===== src/sv/rfpw_pkg.sv =====
// ---------------------------------------------------------------------------
// RF pulse-width code receiver package
// Widths, register map, status codes and shared types.
// ---------------------------------------------------------------------------
`timescale 1ns / 1ps
`default_nettype none

package rfpw_pkg;

  localparam int CODE_BITS = 24;
  localparam int TICK_BITS = 16;
  localparam int BL_W      = $clog2(CODE_BITS + 1);
  localparam int ADDR_W    = 5;
  localparam int DATA_W    = 32;

  localparam logic [BL_W-1:0] BITS_FULL = BL_W'(CODE_BITS);
  localparam logic [BL_W-1:0] BITS_ONE  = BL_W'(1);

  typedef enum logic [1:0] {
    ST_LEARNED  = 2'd0,
    ST_MATCH    = 2'd1,
    ST_MISMATCH = 2'd2
  } status_t;

  localparam logic [2:0] REG_ARMED    = 3'd0;
  localparam logic [2:0] REG_SYNC_MIN = 3'd1;
  localparam logic [2:0] REG_SYNC_MAX = 3'd2;
  localparam logic [2:0] REG_ZERO_MIN = 3'd3;
  localparam logic [2:0] REG_ZERO_MAX = 3'd4;

  localparam logic [TICK_BITS-1:0] SYNC_MIN_RST = TICK_BITS'(320);
  localparam logic [TICK_BITS-1:0] SYNC_MAX_RST = TICK_BITS'(340);
  localparam logic [TICK_BITS-1:0] ZERO_MIN_RST = TICK_BITS'(20);
  localparam logic [TICK_BITS-1:0] ZERO_MAX_RST = TICK_BITS'(40);

  typedef struct packed {
    logic                 armed;
    logic [TICK_BITS-1:0] sync_min;
    logic [TICK_BITS-1:0] sync_max;
    logic [TICK_BITS-1:0] zero_min;
    logic [TICK_BITS-1:0] zero_max;
  } cfg_t;

endpackage

`default_nettype wire


===== src/sv/rfpw_ifs.sv =====
// ---------------------------------------------------------------------------
// RF pulse-width code receiver channel interfaces
// Valid/ready channels for measured pulses and for received codes.
// ---------------------------------------------------------------------------
`timescale 1ns / 1ps
`default_nettype none

interface rfpw_pulse_if;
  logic                           valid;
  logic                           ready;
  logic [rfpw_pkg::TICK_BITS-1:0] low_ticks;

  modport source (output valid, output low_ticks, input ready);
  modport sink (input valid, input low_ticks, output ready);
endinterface

interface rfpw_code_if;
  logic                           valid;
  logic                           ready;
  logic [rfpw_pkg::CODE_BITS-1:0] code;
  logic [1:0]                     status;

  modport source (output valid, output code, output status, input ready);
  modport sink (input valid, input code, input status, output ready);
endinterface

`default_nettype wire


===== src/sv/rfpw_cfg_regs.sv =====
// ---------------------------------------------------------------------------
// RF pulse-width code receiver register file
// APB-style register bank holding the enable bit and the pulse windows.
// ---------------------------------------------------------------------------
`timescale 1ns / 1ps
`default_nettype none

module rfpw_cfg_regs (
  input  wire logic                          clk,
  input  wire logic                          rst,
  input  wire logic                          psel,
  input  wire logic                          penable,
  input  wire logic                          pwrite,
  input  wire logic [rfpw_pkg::ADDR_W-1:0]   paddr,
  input  wire logic [rfpw_pkg::DATA_W-1:0]   pwdata,
  output      logic [rfpw_pkg::DATA_W-1:0]   prdata,
  output      logic                          pready,
  output      rfpw_pkg::cfg_t                cfg
);

  logic [2:0] idx;

  assign idx    = paddr[4:2];
  assign pready = 1'b1;

  always_ff @(posedge clk) begin
    if (rst) begin
      cfg.armed    <= 1'b1;
      cfg.sync_min <= rfpw_pkg::SYNC_MIN_RST;
      cfg.sync_max <= rfpw_pkg::SYNC_MAX_RST;
      cfg.zero_min <= rfpw_pkg::ZERO_MIN_RST;
      cfg.zero_max <= rfpw_pkg::ZERO_MAX_RST;
    end else if (psel && penable && pwrite) begin
      case (idx)
        rfpw_pkg::REG_ARMED:    cfg.armed    <= pwdata[0];
        rfpw_pkg::REG_SYNC_MIN: cfg.sync_min <= pwdata[rfpw_pkg::TICK_BITS-1:0];
        rfpw_pkg::REG_SYNC_MAX: cfg.sync_max <= pwdata[rfpw_pkg::TICK_BITS-1:0];
        rfpw_pkg::REG_ZERO_MIN: cfg.zero_min <= pwdata[rfpw_pkg::TICK_BITS-1:0];
        rfpw_pkg::REG_ZERO_MAX: cfg.zero_max <= pwdata[rfpw_pkg::TICK_BITS-1:0];
        default: ;
      endcase
    end
  end

  always_comb begin
    prdata = '0;
    case (idx)
      rfpw_pkg::REG_ARMED:    prdata[0] = cfg.armed;
      rfpw_pkg::REG_SYNC_MIN: prdata[rfpw_pkg::TICK_BITS-1:0] = cfg.sync_min;
      rfpw_pkg::REG_SYNC_MAX: prdata[rfpw_pkg::TICK_BITS-1:0] = cfg.sync_max;
      rfpw_pkg::REG_ZERO_MIN: prdata[rfpw_pkg::TICK_BITS-1:0] = cfg.zero_min;
      rfpw_pkg::REG_ZERO_MAX: prdata[rfpw_pkg::TICK_BITS-1:0] = cfg.zero_max;
      default:                prdata = '0;
    endcase
  end

endmodule

`default_nettype wire


===== src/sv/rfpw_in_stage.sv =====
// ---------------------------------------------------------------------------
// RF pulse-width code receiver input stage
// Registers one measured pulse and holds it until the decoder takes it.
// ---------------------------------------------------------------------------
`timescale 1ns / 1ps
`default_nettype none

module rfpw_in_stage (
  input  wire logic                            clk,
  input  wire logic                            rst,
  rfpw_pulse_if.sink                           pulse,
  input  wire logic                            take,
  output      logic                            item_valid,
  output      logic [rfpw_pkg::TICK_BITS-1:0]  item_ticks
);

  assign pulse.ready = !item_valid || take;

  always_ff @(posedge clk) begin
    if (rst) begin
      item_valid <= 1'b0;
    end else if (pulse.ready) begin
      item_valid <= pulse.valid;
    end
    if (pulse.valid && pulse.ready) begin
      item_ticks <= pulse.low_ticks;
    end
  end

endmodule

`default_nettype wire


===== src/sv/rfpw_frame_decoder.sv =====
// ---------------------------------------------------------------------------
// RF pulse-width code receiver frame decoder
// Sync hunt, bit slicing, code shifter, learn/compare and result register.
// ---------------------------------------------------------------------------
`timescale 1ns / 1ps
`default_nettype none

module rfpw_frame_decoder (
  input  wire logic                            clk,
  input  wire logic                            rst,
  input  wire rfpw_pkg::cfg_t                  cfg,
  input  wire logic                            item_valid,
  input  wire logic [rfpw_pkg::TICK_BITS-1:0]  item_ticks,
  output      logic                            take,
  rfpw_code_if.source                          result
);

  logic                             in_frame;
  logic [rfpw_pkg::BL_W-1:0]        bits_left;
  logic [rfpw_pkg::CODE_BITS-1:0]   shifter;
  logic [rfpw_pkg::CODE_BITS-1:0]   learned_code;

  logic                             sync_hit;
  logic                             zero_hit;
  logic                             frame_done;
  logic                             work;
  logic [rfpw_pkg::CODE_BITS-1:0]   shifter_next;
  rfpw_pkg::status_t                status_next;

  assign take = !result.valid || result.ready;
  assign work = take && item_valid && cfg.armed;

  assign sync_hit = (item_ticks >= cfg.sync_min) && (item_ticks <= cfg.sync_max);
  assign zero_hit = (item_ticks >= cfg.zero_min) && (item_ticks <= cfg.zero_max);
  assign shifter_next = {!zero_hit, shifter[rfpw_pkg::CODE_BITS-1:1]};
  assign frame_done = (bits_left <= rfpw_pkg::BITS_ONE) ||
                      (bits_left > rfpw_pkg::BITS_FULL);

  always_comb begin
    if (learned_code == '0) begin
      status_next = rfpw_pkg::ST_LEARNED;
    end else if (shifter_next == learned_code) begin
      status_next = rfpw_pkg::ST_MATCH;
    end else begin
      status_next = rfpw_pkg::ST_MISMATCH;
    end
  end

  always_ff @(posedge clk) begin
    if (rst) begin
      in_frame     <= 1'b0;
      bits_left    <= rfpw_pkg::BITS_FULL;
      shifter      <= '0;
      learned_code <= '0;
      result.valid <= 1'b0;
    end else begin
      if (work && in_frame && frame_done) begin
        result.valid <= 1'b1;
      end else if (take) begin
        result.valid <= 1'b0;
      end
      if (work) begin
        if (!in_frame) begin
          in_frame <= sync_hit;
        end else if (frame_done) begin
          in_frame      <= 1'b0;
          bits_left     <= rfpw_pkg::BITS_FULL;
          shifter       <= '0;
          result.code   <= shifter_next;
          result.status <= status_next;
          if (learned_code == '0) begin
            learned_code <= shifter_next;
          end
        end else begin
          shifter   <= shifter_next;
          bits_left <= bits_left - rfpw_pkg::BITS_ONE;
        end
      end
    end
  end

endmodule

`default_nettype wire


===== src/sv/rf_pulse_width_code_receiver.sv =====
// ---------------------------------------------------------------------------
// RF pulse-width code receiver
// Decodes 24-bit remote codes from measured low-pulse widths, learns the
// first nonzero code and reports later codes as a match or a mismatch.
// ---------------------------------------------------------------------------
// Channel   Direction  Payload               Handshake
// pulse     in         low_ticks[15:0]       valid/ready
// result    out        code[23:0], status    valid/ready
// apb       in         5 registers, 32 bit   psel/penable, pready high
//
// One pulse is accepted every cycle unless a result stalls; the pulse that
// completes a frame passes the input register, then the result register.
// Reset is synchronous and restores the register defaults and hunt state.
// A stalled result holds the result register, and the input register then
// stops taking pulses; nothing is dropped.
// ---------------------------------------------------------------------------
`timescale 1ns / 1ps
`default_nettype none

module rf_pulse_width_code_receiver (
  input  wire logic                          clk,
  input  wire logic                          rst,
  rfpw_pulse_if.sink                         pulse,
  rfpw_code_if.source                        result,
  input  wire logic                          psel,
  input  wire logic                          penable,
  input  wire logic                          pwrite,
  input  wire logic [rfpw_pkg::ADDR_W-1:0]   paddr,
  input  wire logic [rfpw_pkg::DATA_W-1:0]   pwdata,
  output      logic [rfpw_pkg::DATA_W-1:0]   prdata,
  output      logic                          pready
);

  rfpw_pkg::cfg_t                   cfg;
  logic                             take;
  logic                             item_valid;
  logic [rfpw_pkg::TICK_BITS-1:0]   item_ticks;

  rfpw_cfg_regs u_regs (
    .clk     (clk),
    .rst     (rst),
    .psel    (psel),
    .penable (penable),
    .pwrite  (pwrite),
    .paddr   (paddr),
    .pwdata  (pwdata),
    .prdata  (prdata),
    .pready  (pready),
    .cfg     (cfg)
  );

  rfpw_in_stage u_in (
    .clk        (clk),
    .rst        (rst),
    .pulse      (pulse),
    .take       (take),
    .item_valid (item_valid),
    .item_ticks (item_ticks)
  );

  rfpw_frame_decoder u_dec (
    .clk        (clk),
    .rst        (rst),
    .cfg        (cfg),
    .item_valid (item_valid),
    .item_ticks (item_ticks),
    .take       (take),
    .result     (result)
  );

endmodule

`default_nettype wire


===== src/flat_wrapper.sv =====
// flat-port wrapper written by rule: the top's interface ports become plain ports
module rf_pulse_width_code_receiver_flat 
  (clk, rst, psel, penable, pwrite, paddr, pwdata, prdata, pready, pulse_valid, pulse_low_ticks, pulse_ready, result_valid, result_code, result_status, result_ready);
  rfpw_pulse_if pulse_i ();
  rfpw_code_if result_i ();
  input  wire logic clk;
  input  wire logic rst;
  input  wire logic psel;
  input  wire logic penable;
  input  wire logic pwrite;
  input  wire logic [rfpw_pkg::ADDR_W-1:0] paddr;
  input  wire logic [rfpw_pkg::DATA_W-1:0] pwdata;
  output      logic [rfpw_pkg::DATA_W-1:0] prdata;
  output      logic pready;
  input wire logic [$bits(pulse_i.valid)-1:0] pulse_valid;
  input wire logic [$bits(pulse_i.low_ticks)-1:0] pulse_low_ticks;
  output wire logic [$bits(pulse_i.ready)-1:0] pulse_ready;
  output wire logic [$bits(result_i.valid)-1:0] result_valid;
  output wire logic [$bits(result_i.code)-1:0] result_code;
  output wire logic [$bits(result_i.status)-1:0] result_status;
  input wire logic [$bits(result_i.ready)-1:0] result_ready;
  assign pulse_i.valid = pulse_valid;
  assign pulse_i.low_ticks = pulse_low_ticks;
  assign pulse_ready = pulse_i.ready;
  assign result_valid = result_i.valid;
  assign result_code = result_i.code;
  assign result_status = result_i.status;
  assign result_i.ready = result_ready;
  rf_pulse_width_code_receiver u_core (.clk(clk), .rst(rst), .pulse(pulse_i), .result(result_i), .psel(psel), .penable(penable), .pwrite(pwrite), .paddr(paddr), .pwdata(pwdata), .prdata(prdata), .pready(pready));
endmodule

===== config.mk =====
export PLATFORM = sky130hd
export DESIGN_NAME = rf_pulse_width_code_receiver_flat
export DESIGN_NICKNAME = d
export VERILOG_FILES = /design/src/sv/rfpw_pkg.sv /design/src/sv/rfpw_ifs.sv /design/src/sv/rfpw_cfg_regs.sv /design/src/sv/rfpw_in_stage.sv /design/src/sv/rfpw_frame_decoder.sv /design/src/sv/rf_pulse_width_code_receiver.sv /design/src/flat_wrapper.sv
export SDC_FILE = /design/constraint.sdc
export NUM_CORES = 1
export LEC_CHECK = 0
export BUFFER_PORTS_ARGS = -buffer_cell sky130_fd_sc_hd__buf_2
export CAP_MARGIN = 20
export CELL_PAD_IN_SITES_DETAIL_PLACEMENT = 0
export CELL_PAD_IN_SITES_GLOBAL_PLACEMENT = 2
export CORE_MARGIN = 2
export CORE_UTILIZATION = 33
export CTS_CLUSTER_SIZE = 28
export DETAILED_ROUTE_END_ITERATION = 16
export PLACE_DENSITY = 0.78
export SETUP_SLACK_MARGIN = 0.2
export SKIP_LAST_GASP = 1
export SLEW_MARGIN = 20
export SYNTH_ARGS = -nofsm -noshare
export SYNTH_HDL_FRONTEND = slang
export SYNTH_HIERARCHICAL = 1
export SYNTH_SLANG_ARGS = --single-unit
export TNS_END_PERCENT = 50

===== constraint.sdc =====
create_clock -name clk -period 2.4 [get_ports clk]
set_input_delay 0.48 -clock clk [delete_from_list [all_inputs] [get_ports clk]]
set_output_delay 0.48 -clock clk [all_outputs]
set_load 0.01 [all_outputs]

==> run_results.csv <==
group,metric,value,unit
run_status,status,"complete, no violations",
setup_path,path_class,"reg2reg",
final_layout,final_cell_mix,"dfxtp_1, buf_2, nor2_1",
sta,setup_viol,0,
global_routing,grt_use_total,17.4,%
floorplan,core-area,25100,sq um
yosys,avgSynthCellArea,9.58,sq um
setup_path,reg2reg_slack,0.06,ns
yosys,yosysUniqueCellTypes,60,
clocking,clockBufferDepth,2,
final_layout,layout_commonest_cell,"dfxtp_1",
setup_path,crit_start,"u_core/u_in/item_ticks[1]",
placement,place_hpwl,16600,microns
global_routing,antenna_found_initial,0,
yosys,synthArstFlopShare,0,%
floorplan,ios,121,
power,total_power,6140,uW
clocking,holdBufCountCts,0,
power,powerDensity,595,nW/um^2
detailed_routing,drt_iter0_markers,382,
sta,tightest_slew,0.545,ns
sta,setup_ws,0.0592,ns
clocking,cts_root_buf,"clkbuf_16",
yosys,netlist_instances,877,
setup_path,crit_path_end,"u_core/u_dec/result.status[1]",
sta,finalClockSkew,0.00961,ns
yosys,yosysWarningCount,6,
floorplan,dieWidth,164,microns
clocking,htree_levels,4,
placement,dpl_cell_area,9400,sq um
sta,finalCritPeriodShare,97.5,%
setup_path,crit_arrival,2.60,ns
flow_run,maxCapViolations,0,
power,ir_drop,330,uV
placement,gp_congestion,0.797,
floorplan,dieHeight,164,microns
placement,portBuffers,85,
sta,relSlewSlack,63.7,%
sta,hold_viol,0,
power,p_leak,0.00433,uW
detailed_routing,routed-via-count,6479,
final_layout,area_growth,22.7,%
floorplan,die_area,26700,sq um
setup_path,r2r_cells,8,
final_layout,n_fill_cell,2560,
yosys,synth_ff_type,"dfxtp_1",
min_path,hold_path_class,"in2reg",
yosys,synth_seq_cells,162,
detailed_routing,viasPerCell,4.82,
sta,max_freq,0.427,GHz
final_layout,layout-drive-gt1-share,22.8,%
global_routing,grt.overflow.total,0,
clocking,clk_pin_slew,0.08,ns
sta,finalMaxSlewViolations,0,
clocking,cts_tree,"done",
detailed_routing,wl_per_cell,16.8,microns
floorplan,start_util,33.4,%
detailed_routing,antenna_left,0,
floorplan,rows,58,
setup_path,worstPathMaxFanout,5,
detailed_routing,dr.pass1.iters,6,
clocking,cts_sinks,162,
setup_path,setup.worst_path.end_class,"flop",
sta,period_minus_slack,2.34,ns
yosys,syn_area,8400,sq um
setup_path,startpoint_type,"flop",
global_routing,grt_max_degree,41,
clocking,clock_latency,0.44,ns
clocking,numCtsBuffers,17,
final_layout,multi_input_area,4400,sq um
global_routing,grt_pass1_wl,35500,microns
global_routing,grt_pass1_vias,6377,
yosys,yosysSeqAreaShare,43.6,%
yosys,synth_edf_count,42,
placement,dp_slack,-0.0567,ns
sta,rsz0062_at_grt,"yes",
detailed_routing,routed_wirelength,22500,microns
final_layout,layout.nets,1126,
final_layout,finalInstanceArea,10300,sq um
final_layout,seq_area,3670,sq um
setup_path,cp.required,2.66,ns
sta,setup-tns-final,0,ns
final_layout,utilization,41.0,%
detailed_routing,drc,0,
setup_path,r2r-end,"u_core/u_dec/result.status[1]",
setup_path,r2r_start,"u_core/u_in/item_ticks[1]",
[cells in the mapped netlist (all sizes together), types with 3 or more instances]
cell | count | area share (%)
nand2 | 26 | 1.2
buf | 29 | 2.5
or3 | 3 | 0.22
nor2 | 77 | 3.4
inv | 68 | 3.0
a21o | 13 | 1.2
clkbuf | 30 | 1.3
mux2i | 41 | 4.9
dfxtp | 120 | 29
or2 | 3 | 0.22
o21a | 5 | 0.45
o21ai | 77 | 4.6
nor3 | 5 | 0.36
nand4 | 15 | 1.2
a22oi | 37 | 3.3
nor4 | 14 | 1.0
mux2 | 15 | 2.0
nand3 | 5 | 0.30
a21oi | 44 | 2.8
xnor2 | 19 | 2.0
ha | 67 | 10
nor2b | 30 | 2.2
edfxtp | 42 | 15
xor2 | 8 | 0.83
nand2b | 54 | 4.1
[repair_timing]
item | CTS | global route
endpoints found under the hold margin | 0 | 0
pin swaps | 12 | 12
setup buffers | 6 | 2
gates resized for setup | 20 | 15
endpoints found under the setup margin | 7 | 14
[cell type report]
cell class | count | share of cell area (%)
Antenna cell | 1 | 0.0243
Tap cell | 330 | 4.01
Sequential cell | 162 | 35.6
Multi-Input combinational cell | 603 | 42.7
Inverter | 68 | 2.48
Clock inverter | 15 | 1.93
Clock buffer | 17 | 4.13
Timing Repair Buffer | 147 | 9.09
[flip-flops by register name, summed over array words and instances (netlist names)]
signal                      cells
u_core/u_dec/learned_code      24
u_core/u_dec/bits_left          5
u_core/u_dec/in_frame           1
u_core/u_regs/cfg              65
u_core/u_in/item_ticks         16
u_core/u_dec/result.valid       1
u_core/u_dec/result.status      2
u_core/u_dec/shifter           23
u_core/u_in/item_valid          1
u_core/u_dec/result.code       24
[logic make-up (layout without fill, tap and decap cells)]
| kind of cell | after synthesis | after routing | synth area share [%] |
|---|---|---|---|
| simple gates | 241 | 241 | 15.5 |
| compound gates | 195 | 195 | 14.2 |
| flops | 162 | 162 | 43.6 |
| buf+inv | 127 | 247 | 6.91 |
| fa+ha+maj | 67 | 67 | 9.98 |
| mux | 56 | 56 | 6.90 |
| xor+xnor | 27 | 27 | 2.82 |
| other cells | 2 | 18 | 0.0894 |
[metrics by stage]
stage,std cells,hold WS (ns)
2_1_floorplan,892,0.457
3_3_place_gp,1302,0.475
3_5_place_dp,1302,0.481
4_1_cts,1340,0.199
5_1_grt,1342,0.207
6_report,1343,0.217
[worst min-delay path by stage]
stage,from,endpoint,depth (start not counted)
2_1_floorplan,u_core/u_dec/in_frame,u_core/u_dec/in_frame,2
3_3_place_gp,u_core/u_regs/cfg[62],u_core/u_regs/cfg[62],2
3_5_place_dp,u_core/u_regs/cfg[63],u_core/u_regs/cfg[63],2
4_1_cts,pulse_low_ticks[1],u_core/u_in/item_ticks[1],1
5_1_grt,pulse_low_ticks[3],u_core/u_in/item_ticks[3],1
6_report,pulse_low_ticks[1],u_core/u_in/item_ticks[1],1
[power breakdown]
group	internal (uW)	switching, uW
Sequential	2820	20.3
Combinational	221	281
Clock	1430	1360
Total	4470	1670
[layer usage]
| layer | track usage [%] | vias to the layer above | share of wire, % |
|---|---|---|---|
| li1 | - | 3288 | - |
| met1 | 24.2 | 3045 | 49 |
| met2 | 27.9 | 123 | 46 |
| met3 | 2.82 | 23 | 3.5 |
| met4 | 4.70 | 0 | 1.3 |
| met5 | 0 | - | 0 |
[worst max-delay path, stage by stage (launching register included)]
cell,delay [ns]
edfxtp_1,0.43
ha_1,0.30
nor2b_1,0.13
o211ai_1,0.23
a21boi_1,0.14
o31a_1,0.31
buf_4,0.16
or2_1,0.25
a211oi_2,0.21
(Power assumes the default switching activity.)
